===== src/design/tmtd_pkg.sv =====
// shared constants, codes and control structs of the thruster mixer
`timescale 1ns / 1ps

package tmtd_pkg;

   localparam int VALUE_WIDTH_DEFAULT = 16;
   localparam int NUM_AXES            = 6;
   localparam int NUM_THR             = 6;
   localparam int TRIM_WIDTH          = 16;
   localparam int TOL_WIDTH           = 15;
   localparam int TOL_FRAC            = 14;
   localparam int CSR_INDEX_WIDTH     = 3;
   localparam int CSR_DATA_WIDTH      = 16;

   localparam logic signed [TRIM_WIDTH-1:0] FORWARD_TRIM_RESET = -16'sd6554;
   localparam logic signed [TRIM_WIDTH-1:0] STRAFE_TRIM_RESET  = 16'sd4915;
   localparam logic signed [TRIM_WIDTH-1:0] PITCH_TRIM_RESET   = 16'sd1638;
   localparam logic [TOL_WIDTH-1:0]         TOLERANCE_RESET    = 15'd164;
   localparam logic signed [TRIM_WIDTH-1:0] TRIM_MAX           = 16'sd16384;
   localparam logic signed [TRIM_WIDTH-1:0] TRIM_MIN           = -16'sd16384;
   localparam int                           ROUND_HALF         = 8192;

   typedef enum logic [CSR_INDEX_WIDTH-1:0] {
      CSR_FORWARD_TRIM = 3'd0,
      CSR_STRAFE_TRIM  = 3'd1,
      CSR_PITCH_TRIM   = 3'd2,
      CSR_TOLERANCE    = 3'd3
   } csr_index_type;

   typedef enum logic [2:0] {
      AX_YAW     = 3'd0,
      AX_FORWARD = 3'd1,
      AX_PITCH   = 3'd2,
      AX_DEPTH   = 3'd3,
      AX_STRAFE  = 3'd4,
      AX_ROLL    = 3'd5
   } axis_type;

   typedef enum logic [2:0] {
      THR_BOW       = 3'd0,
      THR_STERN     = 3'd1,
      THR_PORT      = 3'd2,
      THR_STARBOARD = 3'd3,
      THR_TOP       = 3'd4,
      THR_BOTTOM    = 3'd5
   } thruster_type;

   localparam logic [2:0] LAST_THRUSTER = 3'(NUM_THR - 1);

   typedef struct packed {
      logic       take;     // request transfer, clears the send mask
      logic       issue;    // load pipeline stage one for one thruster
      logic [2:0] idx;      // thruster issued
      logic       emit;     // load the result register
   } ctl_cmd_type;

   typedef struct packed {
      logic axis_ok;
      logic mask_any;
      logic out_free;
   } dp_status_type;

endpackage


===== src/design/tmtd_if.sv =====
// request, result and register-write channels
`timescale 1ns / 1ps

interface tmtd_req_if #(parameter int VALUE_WIDTH = tmtd_pkg::VALUE_WIDTH_DEFAULT);
   logic                          valid;
   logic                          ready;
   logic [2:0]                    axis;
   logic signed [VALUE_WIDTH-1:0] request_value;

   modport source (output valid, axis, request_value, input ready);
   modport sink   (input valid, axis, request_value, output ready);
endinterface

interface tmtd_rsp_if #(parameter int VALUE_WIDTH = tmtd_pkg::VALUE_WIDTH_DEFAULT);
   logic                          valid;
   logic                          ready;
   logic [2:0]                    thruster;
   logic signed [VALUE_WIDTH-1:0] drive;
   logic                          last_of_run;

   modport source (output valid, thruster, drive, last_of_run, input ready);
   modport sink   (input valid, thruster, drive, last_of_run, output ready);
endinterface

interface tmtd_csr_if;
   logic                                   valid;
   logic                                   ready;
   logic [tmtd_pkg::CSR_INDEX_WIDTH-1:0]   index;
   logic [tmtd_pkg::CSR_DATA_WIDTH-1:0]    data;

   modport source (output valid, index, data, input ready);
   modport sink   (input valid, index, data, output ready);
endinterface


===== src/design/thruster_mixer_trim_deadband.sv =====
// top level: thruster mixer with trims, clamp and update deadband
//
//   channel  dir  fields                           width
//   req_if   in   axis, request_value              3, VALUE_WIDTH
//   rsp_if   out  thruster, drive, last_of_run     3, VALUE_WIDTH, 1
//   csr_if   in   index, data                      3, 16
//
// one request at a time: it is accepted, its six thrusters pass through
// the shared two-stage mix/trim multiplier (one thruster per cycle), a
// drain state follows, and the results are then emitted in turn.
// synchronous active-high reset restores levels, trims and last drives.
// a result waiting in the output register never blocks the next request;
// a stall on rsp_if holds the emit sequence. csr_if is always ready.
`timescale 1ns / 1ps

module thruster_mixer_trim_deadband #(
   parameter int VALUE_WIDTH = tmtd_pkg::VALUE_WIDTH_DEFAULT
) (
   input  logic       clock,
   input  logic       reset,
   tmtd_req_if.sink   req_if,
   tmtd_rsp_if.source rsp_if,
   tmtd_csr_if.sink   csr_if
);

   tmtd_pkg::ctl_cmd_type   cmd;
   tmtd_pkg::dp_status_type status;

   assign csr_if.ready = 1'b1;

   tmtd_ctrl u_ctrl (
      .clock     (clock),
      .reset     (reset),
      .req_valid (req_if.valid),
      .req_ready (req_if.ready),
      .status    (status),
      .cmd       (cmd)
   );

   tmtd_datapath #(
      .VALUE_WIDTH (VALUE_WIDTH)
   ) u_datapath (
      .clock        (clock),
      .reset        (reset),
      .cmd          (cmd),
      .status       (status),
      .req_axis     (req_if.axis),
      .req_value    (req_if.request_value),
      .csr_valid    (csr_if.valid),
      .csr_index    (csr_if.index),
      .csr_data     (csr_if.data),
      .rsp_valid    (rsp_if.valid),
      .rsp_ready    (rsp_if.ready),
      .rsp_thruster (rsp_if.thruster),
      .rsp_drive    (rsp_if.drive),
      .rsp_last     (rsp_if.last_of_run)
   );

endmodule


===== src/design/tmtd_ctrl.sv =====
// sequencer: accept, issue six thrusters, drain, emit results
`timescale 1ns / 1ps

module tmtd_ctrl (
   input  logic                    clock,
   input  logic                    reset,
   input  logic                    req_valid,
   output logic                    req_ready,
   input  tmtd_pkg::dp_status_type status,
   output tmtd_pkg::ctl_cmd_type   cmd
);

   typedef enum logic [3:0] {
      ST_IDLE  = 4'b0001,
      ST_MIX   = 4'b0010,
      ST_DRAIN = 4'b0100,
      ST_EMIT  = 4'b1000
   } state_type;

   state_type  state_ff, state_in;
   logic [2:0] idx_ff, idx_in;
   logic       take;

   assign req_ready = (state_ff == ST_IDLE);
   assign take      = req_valid && req_ready;

   always_comb begin
      cmd.take  = take;
      cmd.issue = (state_ff == ST_MIX);
      cmd.idx   = idx_ff;
      cmd.emit  = (state_ff == ST_EMIT) && status.mask_any && status.out_free;
   end

   always_comb begin
      state_in = state_ff;
      idx_in   = idx_ff;
      case (state_ff)
         ST_IDLE: begin
            idx_in = '0;
            // an unknown axis code leaves everything as it was
            if (take && status.axis_ok) begin
               state_in = ST_MIX;
            end
         end
         ST_MIX: begin
            if (idx_ff == tmtd_pkg::LAST_THRUSTER) begin
               state_in = ST_DRAIN;
            end else begin
               idx_in = idx_ff + 3'd1;
            end
         end
         ST_DRAIN: begin
            state_in = ST_EMIT;
         end
         ST_EMIT: begin
            if (!status.mask_any) begin
               state_in = ST_IDLE;
            end
         end
         default: begin
            state_in = ST_IDLE;
         end
      endcase
   end

   always_ff @(posedge clock) begin
      if (reset) begin
         state_ff <= ST_IDLE;
         idx_ff   <= '0;
      end else begin
         state_ff <= state_in;
         idx_ff   <= idx_in;
      end
   end

endmodule


===== src/design/tmtd_datapath.sv =====
// axis levels, trims, two-stage mix/trim/clamp pipe, send mask, result register
`timescale 1ns / 1ps

module tmtd_datapath #(
   parameter int VALUE_WIDTH = tmtd_pkg::VALUE_WIDTH_DEFAULT
) (
   input  logic                                 clock,
   input  logic                                 reset,
   input  tmtd_pkg::ctl_cmd_type                cmd,
   output tmtd_pkg::dp_status_type              status,
   input  logic [2:0]                           req_axis,
   input  logic signed [VALUE_WIDTH-1:0]        req_value,
   input  logic                                 csr_valid,
   input  logic [tmtd_pkg::CSR_INDEX_WIDTH-1:0] csr_index,
   input  logic [tmtd_pkg::CSR_DATA_WIDTH-1:0]  csr_data,
   output logic                                 rsp_valid,
   input  logic                                 rsp_ready,
   output logic [2:0]                           rsp_thruster,
   output logic signed [VALUE_WIDTH-1:0]        rsp_drive,
   output logic                                 rsp_last
);

   localparam int VW   = VALUE_WIDTH;
   localparam int FRAC = VW - 2;
   localparam int CW   = VW + 2;                      // mix and drive arithmetic
   localparam int PW   = VW + tmtd_pkg::TRIM_WIDTH;   // trim product
   localparam int TF   = tmtd_pkg::TOL_FRAC;
   localparam int NT   = tmtd_pkg::NUM_THR;

   localparam logic signed [CW-1:0] DRIVE_ONE  = CW'(1) << FRAC;
   localparam logic signed [CW-1:0] DRIVE_NEG  = -DRIVE_ONE;
   localparam logic signed [VW:0]   LAST_RESET = (VW + 1)'(1) << (FRAC + 1);

   // configuration
   logic signed [tmtd_pkg::TRIM_WIDTH-1:0] fwd_trim_ff, str_trim_ff, pit_trim_ff;
   logic [tmtd_pkg::TOL_WIDTH-1:0]         tol_ff;
   logic [CW-1:0]                          tol_scaled;

   // state
   logic signed [VW-1:0] level_ff [tmtd_pkg::NUM_AXES];
   logic signed [VW:0]   last_ff  [NT];
   logic [VW-1:0]        dbuf_ff  [NT];
   logic [NT-1:0]        mask_ff, mask_in;

   // stage one
   logic                 s1_valid_ff;
   logic [2:0]           s1_idx_ff;
   logic signed [CW-1:0] mix_ff, mix_in;
   logic signed [PW-1:0] prod_ff, prod_in;
   logic                 apply_ff, apply_in;

   logic signed [VW-1:0]                   lv_a, lv_b, lv_t;
   logic                                   sub_sel, first_sel;
   logic signed [tmtd_pkg::TRIM_WIDTH-1:0] trim_sel;
   logic [tmtd_pkg::TRIM_WIDTH-1:0]        trim_mag;
   logic                                   trim_en;

   // stage two
   logic signed [PW-1:0] rnd;
   logic signed [CW-1:0] term, total, clamped, diff;
   logic [CW-1:0]        diff_abs;
   logic                 send;

   // result register
   logic                 rsp_valid_ff, rsp_valid_in;
   logic [2:0]           rsp_thr_ff;
   logic [VW-1:0]        rsp_drive_ff;
   logic                 rsp_last_ff;
   logic [NT-1:0]        pick, rest;
   logic [2:0]           pick_idx;

   // ---------------- configuration writes
   always_ff @(posedge clock) begin
      if (reset) begin
         fwd_trim_ff <= tmtd_pkg::FORWARD_TRIM_RESET;
         str_trim_ff <= tmtd_pkg::STRAFE_TRIM_RESET;
         pit_trim_ff <= tmtd_pkg::PITCH_TRIM_RESET;
         tol_ff      <= tmtd_pkg::TOLERANCE_RESET;
      end else if (csr_valid) begin
         case (tmtd_pkg::csr_index_type'(csr_index))
            tmtd_pkg::CSR_FORWARD_TRIM: fwd_trim_ff <= csr_data;
            tmtd_pkg::CSR_STRAFE_TRIM:  str_trim_ff <= csr_data;
            tmtd_pkg::CSR_PITCH_TRIM:   pit_trim_ff <= csr_data;
            tmtd_pkg::CSR_TOLERANCE:    tol_ff      <= csr_data[tmtd_pkg::TOL_WIDTH-1:0];
            default: ;
         endcase
      end
   end

   // tolerance rescaled from unsigned q1.14 to the drive format
   generate
      if (FRAC >= TF) begin : g_tol_up
         assign tol_scaled = CW'(tol_ff) << (FRAC - TF);
      end else begin : g_tol_dn
         logic [tmtd_pkg::TOL_WIDTH-1:0] tol_sh;
         assign tol_sh     = tol_ff >> (TF - FRAC);
         assign tol_scaled = CW'(tol_sh);
      end
   endgenerate

   // ---------------- axis levels
   always_ff @(posedge clock) begin
      if (reset) begin
         for (int i = 0; i < tmtd_pkg::NUM_AXES; i++) begin
            level_ff[i] <= '0;
         end
      end else if (cmd.take && status.axis_ok) begin
         level_ff[req_axis] <= req_value;
      end
   end

   // ---------------- stage one: pick operands, mix, trim product
   always_comb begin
      lv_a      = '0;
      lv_b      = '0;
      lv_t      = '0;
      sub_sel   = 1'b0;
      first_sel = 1'b0;
      trim_sel  = '0;
      case (tmtd_pkg::thruster_type'(cmd.idx))
         tmtd_pkg::THR_BOW: begin
            lv_a = level_ff[tmtd_pkg::AX_DEPTH];
            lv_b = level_ff[tmtd_pkg::AX_PITCH];
            sub_sel = 1'b1;
            lv_t = level_ff[tmtd_pkg::AX_DEPTH];
            trim_sel = pit_trim_ff;
         end
         tmtd_pkg::THR_STERN: begin
            lv_a = level_ff[tmtd_pkg::AX_DEPTH];
            lv_b = level_ff[tmtd_pkg::AX_PITCH];
            lv_t = level_ff[tmtd_pkg::AX_DEPTH];
            trim_sel = pit_trim_ff;
            first_sel = 1'b1;
         end
         tmtd_pkg::THR_PORT: begin
            lv_a = level_ff[tmtd_pkg::AX_FORWARD];
            lv_b = level_ff[tmtd_pkg::AX_YAW];
            lv_t = level_ff[tmtd_pkg::AX_FORWARD];
            trim_sel = fwd_trim_ff;
            first_sel = 1'b1;
         end
         tmtd_pkg::THR_STARBOARD: begin
            lv_a = level_ff[tmtd_pkg::AX_FORWARD];
            lv_b = level_ff[tmtd_pkg::AX_YAW];
            sub_sel = 1'b1;
            lv_t = level_ff[tmtd_pkg::AX_FORWARD];
            trim_sel = fwd_trim_ff;
         end
         tmtd_pkg::THR_TOP: begin
            lv_a = level_ff[tmtd_pkg::AX_ROLL];
            lv_b = level_ff[tmtd_pkg::AX_STRAFE];
            lv_t = level_ff[tmtd_pkg::AX_STRAFE];
            trim_sel = str_trim_ff;
            first_sel = 1'b1;
         end
         tmtd_pkg::THR_BOTTOM: begin
            lv_a = level_ff[tmtd_pkg::AX_ROLL];
            lv_b = level_ff[tmtd_pkg::AX_STRAFE];
            sub_sel = 1'b1;
            lv_t = level_ff[tmtd_pkg::AX_STRAFE];
            trim_sel = str_trim_ff;
         end
         default: ;
      endcase
   end

   // trims beyond one in magnitude are off; positive trims the second thruster
   assign trim_en  = (trim_sel <= tmtd_pkg::TRIM_MAX) && (trim_sel >= tmtd_pkg::TRIM_MIN);
   assign trim_mag = trim_sel[tmtd_pkg::TRIM_WIDTH-1] ? 16'(-trim_sel) : 16'(trim_sel);
   assign apply_in = trim_en && (first_sel ? (trim_sel < 0) : (trim_sel > 0));
   assign mix_in   = sub_sel ? (CW'(lv_a) - CW'(lv_b)) : (CW'(lv_a) + CW'(lv_b));
   assign prod_in  = PW'(lv_t)
                   * PW'($signed({1'b0, trim_mag[tmtd_pkg::TRIM_WIDTH-2:0]}));

   always_ff @(posedge clock) begin
      if (reset) begin
         s1_valid_ff <= 1'b0;
      end else begin
         s1_valid_ff <= cmd.issue;
      end
   end

   always_ff @(posedge clock) begin
      if (cmd.issue) begin
         s1_idx_ff <= cmd.idx;
         mix_ff    <= mix_in;
         prod_ff   <= prod_in;
         apply_ff  <= apply_in;
      end
   end

   // ---------------- stage two: round, trim, clamp, deadband compare
   assign rnd   = prod_ff + PW'(tmtd_pkg::ROUND_HALF);
   assign term  = rnd[PW-1:TF];
   assign total = mix_ff - (apply_ff ? term : CW'(0));

   always_comb begin
      if (total > DRIVE_ONE) begin
         clamped = DRIVE_ONE;
      end else if (total < DRIVE_NEG) begin
         clamped = DRIVE_NEG;
      end else begin
         clamped = total;
      end
   end

   assign diff     = CW'(last_ff[s1_idx_ff]) - clamped;
   assign diff_abs = diff[CW-1] ? CW'(-diff) : CW'(diff);
   assign send     = s1_valid_ff && (diff_abs > tol_scaled);

   always_ff @(posedge clock) begin
      if (reset) begin
         for (int i = 0; i < NT; i++) begin
            last_ff[i] <= LAST_RESET;
         end
      end else if (send) begin
         last_ff[s1_idx_ff] <= (VW + 1)'(clamped);
      end
   end

   always_ff @(posedge clock) begin
      if (send) begin
         dbuf_ff[s1_idx_ff] <= clamped[VW-1:0];
      end
   end

   // ---------------- send mask and result register
   assign pick = mask_ff & (~mask_ff + NT'(1));
   assign rest = mask_ff & ~pick;

   always_comb begin
      pick_idx = '0;
      for (int i = 0; i < NT; i++) begin
         if (pick[i]) begin
            pick_idx = 3'(i);
         end
      end
   end

   always_comb begin
      mask_in = mask_ff;
      if (cmd.take) begin
         mask_in = '0;
      end else if (send) begin
         mask_in[s1_idx_ff] = 1'b1;
      end else if (cmd.emit) begin
         mask_in = rest;
      end
   end

   always_ff @(posedge clock) begin
      if (reset) begin
         mask_ff <= '0;
      end else begin
         mask_ff <= mask_in;
      end
   end

   always_comb begin
      if (cmd.emit) begin
         rsp_valid_in = 1'b1;
      end else if (rsp_ready) begin
         rsp_valid_in = 1'b0;
      end else begin
         rsp_valid_in = rsp_valid_ff;
      end
   end

   always_ff @(posedge clock) begin
      if (reset) begin
         rsp_valid_ff <= 1'b0;
      end else begin
         rsp_valid_ff <= rsp_valid_in;
      end
   end

   always_ff @(posedge clock) begin
      if (cmd.emit) begin
         rsp_thr_ff   <= pick_idx;
         rsp_drive_ff <= dbuf_ff[pick_idx];
         rsp_last_ff  <= (rest == '0);
      end
   end

   assign rsp_valid    = rsp_valid_ff;
   assign rsp_thruster = rsp_thr_ff;
   assign rsp_drive    = rsp_drive_ff;
   assign rsp_last     = rsp_last_ff;

   always_comb begin
      status.axis_ok  = (req_axis < 3'(tmtd_pkg::NUM_AXES));
      status.mask_any = |mask_ff;
      status.out_free = !rsp_valid_ff || rsp_ready;
   end

endmodule


===== src/flat_wrapper.sv =====
// flat-port wrapper written by rule: the top's interface ports become plain ports
module thruster_mixer_trim_deadband_flat 
#(
   parameter int VALUE_WIDTH = tmtd_pkg::VALUE_WIDTH_DEFAULT
)
  (clock, reset, req_if_valid, req_if_axis, req_if_request_value, req_if_ready, rsp_if_valid, rsp_if_thruster, rsp_if_drive, rsp_if_last_of_run, rsp_if_ready, csr_if_valid, csr_if_index, csr_if_data, csr_if_ready);
  tmtd_req_if #(.VALUE_WIDTH(VALUE_WIDTH)) req_if_i ();
  tmtd_rsp_if #(.VALUE_WIDTH(VALUE_WIDTH)) rsp_if_i ();
  tmtd_csr_if csr_if_i ();
  input  logic clock;
  input  logic reset;
  input wire logic [$bits(req_if_i.valid)-1:0] req_if_valid;
  input wire logic [$bits(req_if_i.axis)-1:0] req_if_axis;
  input wire logic [$bits(req_if_i.request_value)-1:0] req_if_request_value;
  output wire logic [$bits(req_if_i.ready)-1:0] req_if_ready;
  output wire logic [$bits(rsp_if_i.valid)-1:0] rsp_if_valid;
  output wire logic [$bits(rsp_if_i.thruster)-1:0] rsp_if_thruster;
  output wire logic [$bits(rsp_if_i.drive)-1:0] rsp_if_drive;
  output wire logic [$bits(rsp_if_i.last_of_run)-1:0] rsp_if_last_of_run;
  input wire logic [$bits(rsp_if_i.ready)-1:0] rsp_if_ready;
  input wire logic [$bits(csr_if_i.valid)-1:0] csr_if_valid;
  input wire logic [$bits(csr_if_i.index)-1:0] csr_if_index;
  input wire logic [$bits(csr_if_i.data)-1:0] csr_if_data;
  output wire logic [$bits(csr_if_i.ready)-1:0] csr_if_ready;
  assign req_if_i.valid = req_if_valid;
  assign req_if_i.axis = req_if_axis;
  assign req_if_i.request_value = req_if_request_value;
  assign req_if_ready = req_if_i.ready;
  assign rsp_if_valid = rsp_if_i.valid;
  assign rsp_if_thruster = rsp_if_i.thruster;
  assign rsp_if_drive = rsp_if_i.drive;
  assign rsp_if_last_of_run = rsp_if_i.last_of_run;
  assign rsp_if_i.ready = rsp_if_ready;
  assign csr_if_i.valid = csr_if_valid;
  assign csr_if_i.index = csr_if_index;
  assign csr_if_i.data = csr_if_data;
  assign csr_if_ready = csr_if_i.ready;
  thruster_mixer_trim_deadband #(.VALUE_WIDTH(VALUE_WIDTH)) u_core (.clock(clock), .reset(reset), .req_if(req_if_i), .rsp_if(rsp_if_i), .csr_if(csr_if_i));
endmodule

===== config.mk =====
export PLATFORM = sky130hd
export DESIGN_NAME = thruster_mixer_trim_deadband_flat
export DESIGN_NICKNAME = d
export VERILOG_FILES = /design/src/design/tmtd_pkg.sv /design/src/design/tmtd_if.sv /design/src/design/thruster_mixer_trim_deadband.sv /design/src/design/tmtd_ctrl.sv /design/src/design/tmtd_datapath.sv /design/src/flat_wrapper.sv
export SDC_FILE = /design/constraint.sdc
export NUM_CORES = 2
export LEC_CHECK = 0
export ABC_AREA = 1
export BUFFER_PORTS_ARGS = -buffer_cell sky130_fd_sc_hd__buf_4
export CAP_MARGIN = 20
export CORE_ASPECT_RATIO = 2
export CORE_UTILIZATION = 58
export CTS_CLUSTER_SIZE = 28
export DETAILED_ROUTE_END_ITERATION = 16
export GPL_TIMING_DRIVEN = 0
export MAX_ROUTING_LAYER = met4
export PLACE_DENSITY = 0.75
export RECOVER_POWER = 25
export SLEW_MARGIN = 10
export SYNTH_ARGS = -nofsm -noshare
export SYNTH_HDL_FRONTEND = slang
export SYNTH_SLANG_ARGS = --single-unit
export TNS_END_PERCENT = 30

===== constraint.sdc =====
create_clock -name clock -period 8.2 [get_ports clock]
set_clock_uncertainty 0.15 [all_clocks]
set_input_delay 0.82 -clock clock [delete_from_list [all_inputs] [get_ports clock]]
set_output_delay 0.82 -clock clock [all_outputs]
set_load 0.01 [all_outputs]

==> impl_metrics.toml <==
[yosys]
synth_seq_cells = 469
ys_top_cells_by_area = "edfxtp_1, fa_1, nand2_1"
synth_warnings = 0
syn_inst = 3725
synth_top_area_share = 0.355
synth_enable_flop_cells = 388
yosysUniqueCellTypes = 57
synth_area_mm2 = 0.0328
syn_area_per_cell_um2 = 8.81
async_reset_ff_frac = 0
ys_dominant_reg_cell = "edfxtp_1"
synth_top_area_cell = "edfxtp_1"
seq_area_frac_synth = 0.404
synth.net_count = 4170

[cells_and_area]
layout.area.seq_mm2 = 0.0133
multi_input_area_mm2 = 0.0185
final_common_cell = "nand2_1"
fillers = 4394
syn2layout_area_growth_pct = 18.7
final_cell_mix = "nand2_1, inv_1, nor2_1"
drive_gt1_frac = 0.154
fin_nets = 4427
final_cells = 4768

[routing]
first_pass_iters = 6
drt-initial-drc-count = 2285
wl_per_cell_um = 22.7
drc = 0
viasPerCell = 5.86
vias = 27900
ant_nets = 0
wl_mm = 108

[clock_network]
htreeDepth = 2
hold_buffers = 0
cts_buffers = 41
cts.sinks = 469
clk_pin_slew_ns = 0.07
cts_buffer_depth = 3
cts_tree = "built"
clock-root-buffer = "clkbuf_16"
clock_latency_ns = 0.62

[floorplanning]
ios = 66
die_w_um = 170
coreArea_mm2 = 0.0560
die-area_mm2 = 0.0576
start_util = 0.586
core.rowCount = 123
die_h_um = 338

[sta]
finalCriticalPeriod_ns = 9.14
slew_headroom = 0.169
period_share = 1.11
hold_viol_final = 0
setup_viol = 385
worstMarginPinSlew_ns = 1.24
setup_tns_ns = -296.69
max_freq_mhz = 109
drv_slew = 0
grt_setup_unrepaired = "yes"
setup_ws_ns = -0.937

[critical_path]
cp-end-kind = "flop"
critPathKind = "reg2reg"
worstPathMaxFanout = 8
crit_top_cell = "inv_1"
crit_path_top_delay_cell = "ha_1"
max_stage_delay_ns = 0.52
critPathLaunchType = "flop"
worstPathRequired_ns = 8.36
crit_arrival_ns = 9.30

[global_routing]
grt_pass1_vias = 28900
antenna_found_initial = 7
grt_use_total = 0.394
grt_start_max_net_pins = 21
grt-ovfl-total = 0
grt_first_pass_wirelength_mm = 160

[placement]
numPortBuffers = 64
dp_cells = 4545
hpwl_mm = 77.8
gp_congestion = 1.07

[outcome]
status = "complete, but fails checks"
violations = "negative setup slack"

[job]
cap_violations = 0

[hold_path]
hp-class = "in2reg"
## through the flow
step	util	setup WS, ns	hold WS, ns	instance area (um^2)
final	0.695	-0.937	0.304	39000
after detailed placement	0.613	-2.96	0.294	34400
after CTS	0.679	-0.417	0.303	38000
after floorplan	-	0.0232	0.275	32800
after global placement	0.612	-2.79	0.288	34300
after global routing	0.695	-1.31	0.308	38900
## timing repair
action / in CTS / in global routing
cloned: 9 / 2
gates resized for setup: 315 / 160
setup endpoints to repair: 393 / 393
pin swaps: 69 / 57
buffers inserted: 96 / 37
## state kept, by name, summed over array words and instances, names as in the netlist, 4 cells and up, named ones only
name	cells
u_core.u_datapath.prod_ff	19
u_core.u_datapath.str_trim_ff	16
u_core.u_datapath.tol_ff	15
u_core.u_ctrl.state_ff	4
u_core.u_datapath.last_ff	136
u_core.u_datapath.mask_ff	6
u_core.u_datapath.level_ff	96
u_core.u_datapath.pit_trim_ff	16
u_core.u_datapath.fwd_trim_ff	16
u_core.u_datapath.mix_ff	17
u_core.u_datapath.dbuf_ff	96
u_core.u_datapath.rsp_drive	16
## area by class of cell
type,instances,area share
diodes,9,0.000578
repair buffers,208,0.0489
clock buffers,48,0.0278
plain buffers,103,0.0132
inverters,659,0.0651
flip-flops and latches,469,0.341
clock inverters,22,0.00562
well taps,750,0.0241
multi-input cells,2500,0.474
## worst max-delay path, delay by kind of cell, from the launching register on
| family | cells | cell delay (ns) |
|---|---|---|
| AOI/OAI and AO/OA | 5 | 0.95 |
| xor gates and xnor gates | 1 | 0.24 |
| adders and majority gates | 4 | 1.45 |
| buffers and inverters | 17 | 1.92 |
| DFF | 1 | 0.38 |
| and+or+nand+nor | 31 | 3.71 |
## metal layers
layer / part of all wire / vias to the layer above / wire (um) / track usage
li1: - / 12500 / - / -
met1: 0.28 / 13200 / 30900 / 0.331
met2: 0.52 / 1495 / 56500 / 0.681
met3: 0.069 / 744 / 7490 / 0.0850
met4: 0.12 / 0 / 13500 / 0.408
met5: 0 / - / 0 / -
## cells by family (layout without fill, tap and decap cells)
| family | count (synthesis) | in the layout | synth area share |
|---|---|---|---|
| fa+ha+maj | 402 | 402 | 0.210 |
| xor+xnor | 86 | 86 | 0.0234 |
| flops | 469 | 469 | 0.404 |
| other cells | 1 | 10 | 0.000114 |
| simple gates | 1563 | 1570 | 0.193 |
| compound gates | 441 | 441 | 0.0808 |
| buf+inv | 763 | 1040 | 0.0879 |
## final timing paths
path                                    startpoint                                end  slack (ns)  cells past startpoint
setup / recovery     u_core.u_datapath.prod_ff[13]   u_core.u_datapath.last_ff[6][15]       -0.94                     58
hold / removal                     csr_if_data[15]  u_core.u_datapath.fwd_trim_ff[15]        0.30                      3
setup reg to reg     u_core.u_datapath.prod_ff[13]   u_core.u_datapath.last_ff[6][15]       -0.94                     58
hold reg to reg   u_core.u_datapath.fwd_trim_ff[4]   u_core.u_datapath.fwd_trim_ff[4]        0.31                      2
## synth_stat cells, types with 3 or more instances
master,instances
or2_2,8
clkinv_1,9
a32o_1,34
nor2_1,524
a31oi_1,11
ha_1,154
xnor2_1,23
buf_1,12
nand4_1,24
o22ai_1,16
a21oi_1,180
buf_2,7
o21ai_1,4
o21ai_0,123
dfxtp_1,81
a221oi_1,15
inv_2,16
nor2_4,9
nand2_2,3
o21bai_1,3
clkbuf_1,83
a22o_1,4
o221ai_1,4
o31ai_1,3
nor4_1,3
a211oi_1,6
fa_1,248
o21a_1,5
inv_1,634
nand3_1,180
a21o_1,5
edfxtp_1,388
o211ai_1,15
xor2_1,61
nand3b_1,8
nand2_1,775
nor3_1,22
Power is not shown: default switching activity piles up to over one toggle a cycle in this logic, so the estimate is an artifact.
